$ cat src/rtl/firmware_image_validator_macros.svh
// ----------------------------------------------------------------------------
// Firmware image validator assertion macros
// Concurrent check wrappers on clk with rst_n low disabling the check.
// ----------------------------------------------------------------------------
`ifndef FIRMWARE_IMAGE_VALIDATOR_MACROS_SVH
`define FIRMWARE_IMAGE_VALIDATOR_MACROS_SVH

`ifndef SYNTH
// same-cycle implication
`define FIV_AST_NOW(lbl, pre, post) \
  lbl: assert property (@(posedge clk) disable iff (!rst_n) (pre) |-> (post)) \
    else $error("fiv check failed");
// next-cycle implication
`define FIV_AST_NEXT(lbl, pre, post) \
  lbl: assert property (@(posedge clk) disable iff (!rst_n) (pre) |=> (post)) \
    else $error("fiv check failed");
`else
`define FIV_AST_NOW(lbl, pre, post)
`define FIV_AST_NEXT(lbl, pre, post)
`endif

`endif

$ cat src/rtl/fiv_pkg.sv
// ----------------------------------------------------------------------------
// fiv_pkg
// Types, codes and CRC-32 helpers shared by the firmware image validator.
// ----------------------------------------------------------------------------
`default_nettype none

package fiv_pkg;

  localparam logic [31:0] ALL_ONES = 32'hFFFF_FFFF;
  localparam logic [31:0] CRC_POLY = 32'hEDB8_8320;

  // operation codes of the input item
  localparam logic [1:0] OP_LENGTH = 2'd0;
  localparam logic [1:0] OP_CRC    = 2'd1;
  localparam logic [1:0] OP_IMAGE  = 2'd2;

  // configuration register indexes
  localparam int unsigned CFG_IDX_W = 3;
  localparam logic [CFG_IDX_W-1:0] CFG_REGION_SIZE = 3'd0;
  localparam logic [CFG_IDX_W-1:0] CFG_APP_BASE    = 3'd1;
  localparam logic [CFG_IDX_W-1:0] CFG_FLASH_SPAN  = 3'd2;
  localparam logic [CFG_IDX_W-1:0] CFG_RAM_BASE    = 3'd3;
  localparam logic [CFG_IDX_W-1:0] CFG_RAM_SPAN    = 3'd4;

  // verdict codes
  localparam logic [2:0] ST_OK         = 3'd0;
  localparam logic [2:0] ST_CRC_BLANK  = 3'd1;
  localparam logic [2:0] ST_BAD_LENGTH = 3'd2;
  localparam logic [2:0] ST_MISMATCH   = 3'd3;
  localparam logic [2:0] ST_STACK      = 3'd4;
  localparam logic [2:0] ST_ENTRY      = 3'd5;
  localparam logic [2:0] ST_BLANK      = 3'd6;
  localparam logic [2:0] ST_SHORT      = 3'd7;

  // queue between front and back
  localparam int unsigned Q_DEPTH = 4;
  localparam int unsigned Q_PTR_W = 2;

  typedef struct packed {
    logic [1:0]  operation;
    logic [31:0] data_word;
    logic        last;
  } fiv_in_t;

  typedef struct packed {
    logic        image_valid;
    logic [2:0]  status;
    logic [31:0] computed_crc;
    logic [31:0] app_length;
  } fiv_out_t;

  typedef enum logic [1:0] {
    KIND_LEN,
    KIND_CRC,
    KIND_IMG,
    KIND_NOP
  } kind_t;

  // classified item; word is the raw data word, range flags judged at accept
  typedef struct packed {
    kind_t       kind;
    logic [31:0] word;
    logic        last;
    logic        stk_ok;
    logic        ent_ok;
    logic        prog;
  } fiv_entry_t;

  typedef struct packed {
    logic empty;
    logic full;
  } q_status_t;

  typedef logic [31:0][31:0] crc_mat_t;

  // column j: 32 reflected shift steps applied to a single set bit j
  function automatic crc_mat_t crc_mat_init();
    crc_mat_t    m;
    logic [31:0] a;
    for (int j = 0; j < 32; j++) begin
      a = 32'h1 << j;
      for (int i = 0; i < 32; i++) begin
        a = a[0] ? ((a >> 1) ^ CRC_POLY) : (a >> 1);
      end
      m[j] = a;
    end
    return m;
  endfunction

  localparam crc_mat_t CRC_MAT = crc_mat_init();

  // one 32-bit word through the CRC as a fixed XOR matrix
  function automatic logic [31:0] crc_step(logic [31:0] acc, logic [31:0] w);
    logic [31:0] x;
    logic [31:0] r;
    x = acc ^ w;
    r = '0;
    for (int j = 0; j < 32; j++) begin
      if (x[j]) begin
        r = r ^ CRC_MAT[j];
      end
    end
    return r;
  endfunction

endpackage

`default_nettype wire

$ cat src/rtl/firmware_image_validator.sv
// ----------------------------------------------------------------------------
// firmware_image_validator
// Streaming CRC-32 and sanity check of a stored firmware image.
// ----------------------------------------------------------------------------
// Usage:
//   Input channel (in_valid/in_ready/in_item): send the stored length word,
//   the stored CRC word, then image words from the region start; set last on
//   the final item. One item is taken per cycle while the four-entry queue
//   has room.
//   Output channel (out_valid/out_ready/out_item): one verdict per item
//   marked last, with status, computed CRC and validated length.
//   Path of a last item: queue, execute into snapshot, verdict into output.
//   Throughput: one item per cycle; the CRC is a single XOR matrix per word.
//   A last item waits in the queue only while the snapshot and output
//   register are both full and out_ready is low, so with out_ready low the
//   queue fills and in_ready drops once three more items sit behind it.
//   Reset (rst_n low, synchronous) restores register defaults, clears the
//   stream state, the queue and any pending verdict.
//   Configuration (cfg_we/cfg_index/cfg_wdata) is to be written by the user
//   only while idle; the block itself does not enforce this.
// ----------------------------------------------------------------------------
`default_nettype none
`include "firmware_image_validator_macros.svh"

module firmware_image_validator import fiv_pkg::*; #(
  parameter int unsigned COUNT_WIDTH       = 20,
  parameter int unsigned BLANK_CHECK_WORDS = 8
) (
  input  wire logic                 clk,
  input  wire logic                 rst_n,
  input  wire logic                 cfg_we,
  input  wire logic [CFG_IDX_W-1:0] cfg_index,
  input  wire logic [31:0]          cfg_wdata,
  input  wire logic                 in_valid,
  output logic                      in_ready,
  input  wire fiv_in_t              in_item,
  output logic                      out_valid,
  input  wire logic                 out_ready,
  output fiv_out_t                  out_item
);

  q_status_t   q_stat;
  logic        push, pop;
  fiv_entry_t  push_entry, head;
  logic [31:0] region_size;

  fiv_front u_front (
    .clk         (clk),
    .rst_n       (rst_n),
    .cfg_we      (cfg_we),
    .cfg_index   (cfg_index),
    .cfg_wdata   (cfg_wdata),
    .in_valid    (in_valid),
    .in_ready    (in_ready),
    .in_item     (in_item),
    .q_stat      (q_stat),
    .push        (push),
    .push_entry  (push_entry),
    .region_size (region_size)
  );

  fiv_queue u_queue (
    .clk        (clk),
    .rst_n      (rst_n),
    .push       (push),
    .push_entry (push_entry),
    .pop        (pop),
    .head       (head),
    .q_stat     (q_stat)
  );

  fiv_back #(
    .COUNT_WIDTH       (COUNT_WIDTH),
    .BLANK_CHECK_WORDS (BLANK_CHECK_WORDS)
  ) u_back (
    .clk         (clk),
    .rst_n       (rst_n),
    .head        (head),
    .q_stat      (q_stat),
    .region_size (region_size),
    .pop         (pop),
    .out_valid   (out_valid),
    .out_ready   (out_ready),
    .out_item    (out_item)
  );

  `FIV_AST_NOW(a_q_sane, 1'b1, !(q_stat.full && q_stat.empty))
  `FIV_AST_NOW(a_ready_full, !in_ready, q_stat.full)
  `FIV_AST_NEXT(a_push_lands, in_valid && in_ready, !q_stat.empty)
  `FIV_AST_NOW(a_verdict_flag, out_valid, out_item.image_valid == (out_item.status == ST_OK))

endmodule

`default_nettype wire

$ cat src/rtl/fiv_front.sv
// ----------------------------------------------------------------------------
// fiv_front
// Holds configuration, accepts input items and classifies them for the queue.
// ----------------------------------------------------------------------------
`default_nettype none

module fiv_front import fiv_pkg::*; (
  input  wire logic                 clk,
  input  wire logic                 rst_n,
  input  wire logic                 cfg_we,
  input  wire logic [CFG_IDX_W-1:0] cfg_index,
  input  wire logic [31:0]          cfg_wdata,
  input  wire logic                 in_valid,
  output logic                      in_ready,
  input  wire fiv_in_t              in_item,
  input  wire q_status_t            q_stat,
  output logic                      push,
  output fiv_entry_t                push_entry,
  output logic [31:0]               region_size
);

  logic [31:0] region_size_r, app_base_r, flash_span_r, ram_base_r, ram_span_r;

  always_ff @(posedge clk) begin
    if (!rst_n) begin
      region_size_r <= 32'd491520;
      app_base_r    <= 32'h0800_8000;
      flash_span_r  <= 32'h0010_0000;
      ram_base_r    <= 32'h2000_0000;
      ram_span_r    <= 32'h0002_0000;
    end else if (cfg_we) begin
      unique case (cfg_index)
        CFG_REGION_SIZE: region_size_r <= cfg_wdata;
        CFG_APP_BASE:    app_base_r    <= cfg_wdata;
        CFG_FLASH_SPAN:  flash_span_r  <= cfg_wdata;
        CFG_RAM_BASE:    ram_base_r    <= cfg_wdata;
        CFG_RAM_SPAN:    ram_span_r    <= cfg_wdata;
        default: ;
      endcase
    end
  end

  logic [31:0] w;
  logic [32:0] ram_top, flash_top;

  assign w           = in_item.data_word;
  assign ram_top     = {1'b0, ram_base_r} + {1'b0, ram_span_r};
  assign flash_top   = {1'b0, app_base_r} + {1'b0, flash_span_r};
  assign region_size = region_size_r;

  assign in_ready = !q_stat.full;
  assign push     = in_valid && !q_stat.full;

  always_comb begin
    push_entry.last   = in_item.last;
    push_entry.word   = w;
    push_entry.stk_ok = (w >= ram_base_r) && ({1'b0, w} <= ram_top);
    push_entry.ent_ok = (w >= app_base_r) && ({1'b0, w} < flash_top);
    push_entry.prog   = (w != ALL_ONES);
    unique case (in_item.operation)
      OP_LENGTH: push_entry.kind = KIND_LEN;
      OP_CRC:    push_entry.kind = KIND_CRC;
      OP_IMAGE:  push_entry.kind = KIND_IMG;
      default:   push_entry.kind = KIND_NOP;
    endcase
  end

endmodule

`default_nettype wire

$ cat src/rtl/fiv_queue.sv
// ----------------------------------------------------------------------------
// fiv_queue
// Short FIFO of classified items between the front and the back.
// ----------------------------------------------------------------------------
`default_nettype none

module fiv_queue import fiv_pkg::*; (
  input  wire logic       clk,
  input  wire logic       rst_n,
  input  wire logic       push,
  input  wire fiv_entry_t push_entry,
  input  wire logic       pop,
  output fiv_entry_t      head,
  output q_status_t       q_stat
);

  fiv_entry_t         slot_r [Q_DEPTH];
  logic [Q_PTR_W-1:0] wr_ptr_r, rd_ptr_r;
  logic [Q_PTR_W:0]   count_r;

  assign q_stat.empty = (count_r == '0);
  assign q_stat.full  = (count_r == (Q_PTR_W + 1)'(Q_DEPTH));
  assign head         = slot_r[rd_ptr_r];

  always_ff @(posedge clk) begin
    if (push) begin
      slot_r[wr_ptr_r] <= push_entry;
    end
  end

  always_ff @(posedge clk) begin
    if (!rst_n) begin
      wr_ptr_r <= '0;
      rd_ptr_r <= '0;
      count_r  <= '0;
    end else begin
      if (push) begin
        wr_ptr_r <= wr_ptr_r + 1'b1;
      end
      if (pop) begin
        rd_ptr_r <= rd_ptr_r + 1'b1;
      end
      if (push && !pop) begin
        count_r <= count_r + 1'b1;
      end else if (pop && !push) begin
        count_r <= count_r - 1'b1;
      end
    end
  end

endmodule

`default_nettype wire

$ cat src/rtl/fiv_back.sv
// ----------------------------------------------------------------------------
// fiv_back
// Runs CRC and image checks per item, snapshots on last, forms the verdict.
// ----------------------------------------------------------------------------
`default_nettype none

module fiv_back import fiv_pkg::*; #(
  parameter int unsigned COUNT_WIDTH       = 20,
  parameter int unsigned BLANK_CHECK_WORDS = 8
) (
  input  wire logic        clk,
  input  wire logic        rst_n,
  input  wire fiv_entry_t  head,
  input  wire q_status_t   q_stat,
  input  wire logic [31:0] region_size,
  output logic             pop,
  output logic             out_valid,
  input  wire logic        out_ready,
  output fiv_out_t         out_item
);

  localparam logic [COUNT_WIDTH-1:0] CNT_MAX = '1;
  localparam logic [30:0]            BLANK_W = 31'(BLANK_CHECK_WORDS);

  // a length fits if it is not erased and leaves the length word free
  function automatic logic len_fits(logic [31:0] len, logic [31:0] region);
    return (len != ALL_ONES) && (({1'b0, len} + 33'd4) <= {1'b0, region});
  endfunction

  // stream state; the length is held raw and judged against the live region
  logic [31:0]            acc_r, acc_nxt;
  logic [COUNT_WIDTH-1:0] cnt_r, cnt_nxt;
  logic [31:0]            hlen_r, hlen_nxt;
  logic [30:0]            hwords_r, hwords_nxt;
  logic [31:0]            hcrc_r, hcrc_nxt;
  logic                   stk_r, stk_nxt, ent_r, ent_nxt, prog_r, prog_nxt;
  logic [30:0]            words_cur;
  logic                   snap_len_ok;

  // verdict snapshot
  logic                   snap_v_r, snap_v_nxt;
  logic [31:0]            snap_acc_r, snap_vlen_r, snap_hcrc_r;
  logic [COUNT_WIDTH-1:0] snap_cnt_r;
  logic [30:0]            snap_words_r;
  logic                   snap_stk_r, snap_ent_r, snap_prog_r;

  logic     out_valid_r, out_valid_nxt;
  fiv_out_t out_r, verdict;
  logic     snap_moves, snap_free, fire, fire_last;

  assign snap_moves = snap_v_r && (!out_valid_r || out_ready);
  assign snap_free  = !snap_v_r || snap_moves;
  // a last item waits until the snapshot has room
  assign pop        = !q_stat.empty && (!head.last || snap_free);
  assign fire       = pop;
  assign fire_last  = fire && head.last;

  assign words_cur   = len_fits(hlen_r, region_size) ? hwords_r : '0;
  assign snap_len_ok = len_fits(hlen_nxt, region_size);

  always_comb begin
    acc_nxt    = acc_r;
    cnt_nxt    = cnt_r;
    hlen_nxt   = hlen_r;
    hwords_nxt = hwords_r;
    hcrc_nxt   = hcrc_r;
    stk_nxt    = stk_r;
    ent_nxt    = ent_r;
    prog_nxt   = prog_r;
    case (head.kind)
      KIND_LEN: begin
        hlen_nxt   = head.word;
        hwords_nxt = {1'b0, head.word[31:2]} + 31'(|head.word[1:0]);
      end
      KIND_CRC: hcrc_nxt = head.word;
      KIND_IMG: begin
        // saturated counter: drop the word
        if (cnt_r != CNT_MAX) begin
          if (31'(cnt_r) < words_cur) begin
            acc_nxt = crc_step(acc_r, head.word);
          end
          if (cnt_r == '0) begin
            stk_nxt = head.stk_ok;
          end
          if (cnt_r == COUNT_WIDTH'(1)) begin
            ent_nxt = head.ent_ok;
          end
          if ((32'(cnt_r) < 32'(BLANK_CHECK_WORDS)) && head.prog) begin
            prog_nxt = 1'b1;
          end
          cnt_nxt = cnt_r + 1'b1;
        end
      end
      default: ;
    endcase
  end

  always_ff @(posedge clk) begin
    if (!rst_n) begin
      acc_r    <= ALL_ONES;
      cnt_r    <= '0;
      hlen_r   <= '0;
      hwords_r <= '0;
      hcrc_r   <= ALL_ONES;
      stk_r    <= 1'b0;
      ent_r    <= 1'b0;
      prog_r   <= 1'b0;
    end else if (fire_last) begin
      acc_r    <= ALL_ONES;
      cnt_r    <= '0;
      hlen_r   <= '0;
      hwords_r <= '0;
      hcrc_r   <= ALL_ONES;
      stk_r    <= 1'b0;
      ent_r    <= 1'b0;
      prog_r   <= 1'b0;
    end else if (fire) begin
      acc_r    <= acc_nxt;
      cnt_r    <= cnt_nxt;
      hlen_r   <= hlen_nxt;
      hwords_r <= hwords_nxt;
      hcrc_r   <= hcrc_nxt;
      stk_r    <= stk_nxt;
      ent_r    <= ent_nxt;
      prog_r   <= prog_nxt;
    end
  end

  always_ff @(posedge clk) begin
    if (fire_last) begin
      snap_acc_r   <= acc_nxt;
      snap_cnt_r   <= cnt_nxt;
      // invalid lengths count as zero
      snap_vlen_r  <= snap_len_ok ? hlen_nxt : '0;
      snap_words_r <= snap_len_ok ? hwords_nxt : '0;
      snap_hcrc_r  <= hcrc_nxt;
      snap_stk_r   <= stk_nxt;
      snap_ent_r   <= ent_nxt;
      snap_prog_r  <= prog_nxt;
    end
  end

  logic [31:0] computed;
  logic [30:0] need;

  always_comb begin
    computed = (snap_vlen_r != '0) ? ~snap_acc_r : ALL_ONES;
    need     = (snap_words_r < BLANK_W) ? BLANK_W : snap_words_r;
    if (snap_hcrc_r == ALL_ONES) begin
      verdict.status = ST_CRC_BLANK;
    end else if (snap_vlen_r == '0) begin
      verdict.status = ST_BAD_LENGTH;
    end else if (computed != snap_hcrc_r) begin
      verdict.status = ST_MISMATCH;
    end else if (!snap_stk_r) begin
      verdict.status = ST_STACK;
    end else if (!snap_ent_r) begin
      verdict.status = ST_ENTRY;
    end else if (!snap_prog_r) begin
      verdict.status = ST_BLANK;
    end else if (31'(snap_cnt_r) < need) begin
      verdict.status = ST_SHORT;
    end else begin
      verdict.status = ST_OK;
    end
    verdict.image_valid  = (verdict.status == ST_OK);
    verdict.computed_crc = computed;
    verdict.app_length   = snap_vlen_r;
  end

  always_comb begin
    snap_v_nxt = snap_v_r;
    if (fire_last) begin
      snap_v_nxt = 1'b1;
    end else if (snap_moves) begin
      snap_v_nxt = 1'b0;
    end
    out_valid_nxt = out_valid_r;
    if (snap_moves) begin
      out_valid_nxt = 1'b1;
    end else if (out_ready) begin
      out_valid_nxt = 1'b0;
    end
  end

  always_ff @(posedge clk) begin
    if (!rst_n) begin
      snap_v_r    <= 1'b0;
      out_valid_r <= 1'b0;
    end else begin
      snap_v_r    <= snap_v_nxt;
      out_valid_r <= out_valid_nxt;
    end
  end

  always_ff @(posedge clk) begin
    if (snap_moves) begin
      out_r <= verdict;
    end
  end

  assign out_valid = out_valid_r;
  assign out_item  = out_r;

endmodule

`default_nettype wire

$ cat config.mk
export PLATFORM = sky130hd
export DESIGN_NAME = firmware_image_validator
export DESIGN_NICKNAME = d
export VERILOG_FILES = /design/src/rtl/fiv_pkg.sv /design/src/rtl/firmware_image_validator.sv /design/src/rtl/fiv_front.sv /design/src/rtl/fiv_queue.sv /design/src/rtl/fiv_back.sv
export VERILOG_INCLUDE_DIRS = /design/src /design/src/rtl
export SDC_FILE = /design/constraint.sdc
export NUM_CORES = 2
export LEC_CHECK = 0
export CORE_ASPECT_RATIO = 1.5
export CORE_MARGIN = 2
export CORE_UTILIZATION = 65
export CTS_BUF_LIST = sky130_fd_sc_hd__clkbuf_8 sky130_fd_sc_hd__clkbuf_16
export DETAILED_ROUTE_END_ITERATION = 8
export DONT_BUFFER_PORTS = 1
export GPL_TIMING_DRIVEN = 0
export HOLD_SLACK_MARGIN = 0.06
export PLACE_DENSITY = 0.9
export SLEW_MARGIN = 20
export SYNTH_ARGS = -nofsm -noshare
export SYNTH_HDL_FRONTEND = slang
export SYNTH_SLANG_ARGS = --single-unit
export TNS_END_PERCENT = 20
$ cat constraint.sdc
create_clock -name clk -period 19.4 [get_ports clk]
set_input_delay 0.97 -clock clk [delete_from_list [all_inputs] [get_ports clk]]
set_output_delay 0.97 -clock clk [all_outputs]
set_load 0.02 [all_outputs]
==> impl_metrics.yaml <==
cts:
  root_buffer: "clkbuf_16"
  cts_hold_buf: 0
  worstSkewPairLatency_ns: 0.63
  cts_buffers: 66
  post_cts_resized: 0
  htreeDepth: 3
  clk_path_buf_depth: 3
  post-cts-setup-buffers: 0
  cts.sinks: 691
  cts_tree: "built"
  path_clk_slew_ns: 0.07
power_and_ir_drop:
  power.total_w: 0.008800
  irDropWorstVdd_mv: 0.1783
  p_leak_nw: 15.77
  powerDensity_mw_per_mm2: 203.9
finish:
  final_core_util_pct: 70.94
  fill_cells: 4316
  drive_gt1_share_pct: 6.559
  area_delta_synth_final_pct: 8.640
  postLayoutCellArea_mm2: 0.04315
  layout.nets: 4523
critical_path:
  crit_arrival_ns: 9.16
  cp_max_fo: 10
  cp-start-kind: "flop"
  worstSetupPathType: "reg2reg"
  crit_path_end_kind: "flop"
  worst_ep_required_time_ns: 19.76
place:
  port_buffers: 0
  place_area_mm2: 0.04092
  dp_hpwl_um: 91010
  gp_congestion: 1.003
  dp_worst_setup_slack_ns: 10.97
sta:
  maxSlewViolCount: 0
  worst_pin_slew_ns: 1.168
  setup_slack_ns: 10.60
  slew_headroom_pct: 21.58
  finalHoldViolCount: 0
  worst_clock_skew_ns: 0.03315
  fin_crit_sh_pct: 45.35
  period_needed_ns: 8.798
  max_clock_freq_ghz: 0.1137
  tns_ns: 0
  setup_viol: 0
  rsz0062_at_grt: "false"
global_routing:
  met3_usage_pct: 8.340
  antenna_found_initial: 5
  grt.busiest_layer: "met2"
  grt_max_degree: 108
  use_met2_pct: 66.02
  gr-total-overflow: 0
  grt_pass1_vias: 32428
  grt.total_usage_pct: 38.53
  grt_pass1_wl_um: 183000
  grt.met1_usage_pct: 39.47
synthesis:
  ys_ff_latch: 691
  syn_area_per_cell_um2: 9.774
  yosysWarnings: 0
  syn_area_mm2: 0.03972
  synth-async-reset-ratio_pct: 0
  synth_flop_cell: "edfxtp_1"
  ys_seq_area_share_pct: 44.15
  yosysTopAreaCellShare_pct: 27.97
  synthCells: 4064
  synth_area_leaders: "edfxtp_1 (28%), dfxtp_1 (16%), ha_1 (9.6%)"
  yosysTopAreaCell: "edfxtp_1"
  yosysUniqueCellTypes: 77
  synth_edf_count: 370
  syn_nets: 4447
detailed_routing:
  drtAntennaViolNets: 0
  avgRoutedWirePerCell_um: 24.31
  drtIter0Drc: 3013
  drt_wl_total_um: 121200
  drc: 0
  vias: 32124
  via_per_inst: 6.443
  drtPass1Iterations: 6
floorplanning:
  num_rows: 111
  core_mm2: 0.06083
  ios: 145
  die_y_um: 306.8
  initial_core_util_pct: 65.30
  die_w_um: 205.8
  dieArea_mm2: 0.06314
outcome:
  status: "completed"
hold_path:
  hp-class: "in2reg"
run:
  cap_violations: 0
Yosys cell counts, types with 121 or more instances:
library cell,number
clkbuf_1,135
dfxtp_1,321
edfxtp_1,370
nand2_1,691
xor2_1,145
nor2_1,285
o21ai_0,121
xnor2_1,298
nand3_1,121
a21boi_0,157
a21oi_1,195
inv_1,152
ha_1,305
power breakdown:
group | internal (W) | total, W | switching [W] | leakage [nW]
Combinational | 0.00203 | 0.00515 | 0.00312 | 8.65
Clock | 0.000751 | 0.00133 | 0.000583 | 1.12
Sequential | 0.00205 | 0.00232 | 0.000274 | 6.00
cells in the final DEF, fill, tap and decap left out, types with 72 or more instances in the layout:
cell type  instances
a21boi_0         157
xnor2_1          296
clkbuf_1         135
edfxtp_1         370
nand3_1          121
mux2_2            72
nor2_1           285
nand2_1          691
dfxtp_1          321
a21o_1            72
inv_1            163
clkbuf_16         72
nand4_1           80
o21ai_0          121
xor2_1           145
a21oi_1          193
ha_1             305
cell families (layout without fill, tap and decap cells):
family	count (synthesis)	in the layout	synth area share, %
xor+xnor	445	445	9.881
fa+ha+maj	308	308	9.758
compound gates	743	743	12.22
simple gates	1414	1414	15.95
buf+inv	323	452	3.273
other cells	0	2	0
flops	691	691	44.15
mux	140	140	4.763
worst paths after layout:
path | start | end | slack [ns] | depth (start not counted)
setup / recovery | u_back.hlen_r[9]$_SDFFE_PP0P_ | u_back.snap_acc_r[21]$_DFFE_PP_ | 10.60 | 27
hold / removal | in_item[21] | u_queue.slot_r[1][24]$_DFFE_PP_ | 0.43 | 0
setup reg to reg | u_back.hlen_r[9]$_SDFFE_PP0P_ | u_back.snap_acc_r[21]$_DFFE_PP_ | 10.60 | 27
hold reg to reg | u_back.snap_vlen_r[17]$_SDFFCE_PN0P_ | u_back.out_item[17]$_DFFE_PP_ | 0.45 | 0
final cells by class:
type	count	area, um^2	area share, %
Clock inverter	47	395.4	0.9162
Tap cell	791	989.7	2.293
Timing Repair Buffer	8	158.9	0.3682
Sequential cell	691	17540	40.64
Antenna cell	2	5.005	0.01160
Inverter	152	578.1	1.340
Multi-Input combinational cell	3050	20930	48.50
Clock buffer	74	1829	4.239
Buffer	171	729.5	1.690
state kept, by name (all words and copies together), names as in the netlist, 31 cells and up, named ones only:
| name | flops |
|---|---|
| u_back.snap_vlen_r | 32 |
| u_back.snap_words_r | 31 |
| u_queue.slot_r | 152 |
| u_back.hcrc_r | 32 |
| u_back.acc_r | 32 |
| u_front.ram_base_r | 32 |
| u_back.hlen_r | 32 |
| u_front.flash_span_r | 32 |
| u_back.snap_acc_r | 32 |
| u_back.hwords_r | 31 |
| u_back.snap_hcrc_r | 32 |
| u_front.region_size | 32 |
| u_back.out_item | 68 |
| u_front.app_base_r | 32 |
| u_front.ram_span_r | 32 |
per-stage QoR:
step,hold slack (ns),instances
floorplan,0.4268,4064
global placement,0.4342,4855
detailed placement,0.4354,4863
CTS,0.4292,4984
global route,0.4360,4984
finish,0.4350,4986
worst max-delay path, stage by stage (launching register included):
cell and delay [ns]:
dfxtp_1 0.31, clkbuf_1 0.30, and3_1 0.24, nand3_1 0.12, nor4_1 0.77, and4_1 0.38, nand2_1 0.09, xnor2_1 0.15
ha_1 0.20, a211o_1 0.29, o211ai_1 0.11, a21oi_1 0.10, o31ai_1 0.62, a21oi_1 0.28, nor2_1 0.61, clkbuf_1 0.43
nand2_1 0.11, ha_1 0.32, a21oi_1 0.15, nor2_1 0.07, o31ai_1 0.46, nand2_1 0.18, or4_1 0.43, nand3_1 0.09
a31o_2 0.19, clkbuf_1 0.42, clkbuf_1 0.62, mux2_2 0.47
routing by layer:
| metal | vias up | part of all wire (%) |
|---|---|---|
| met4 | 8 | 10 |
| met5 | - | 0.045 |
| met1 | 15061 | 33 |
| li1 | 14547 | - |
| met2 | 1865 | 49 |
| met3 | 643 | 8.6 |
Power figures use the tool's default switching activity.
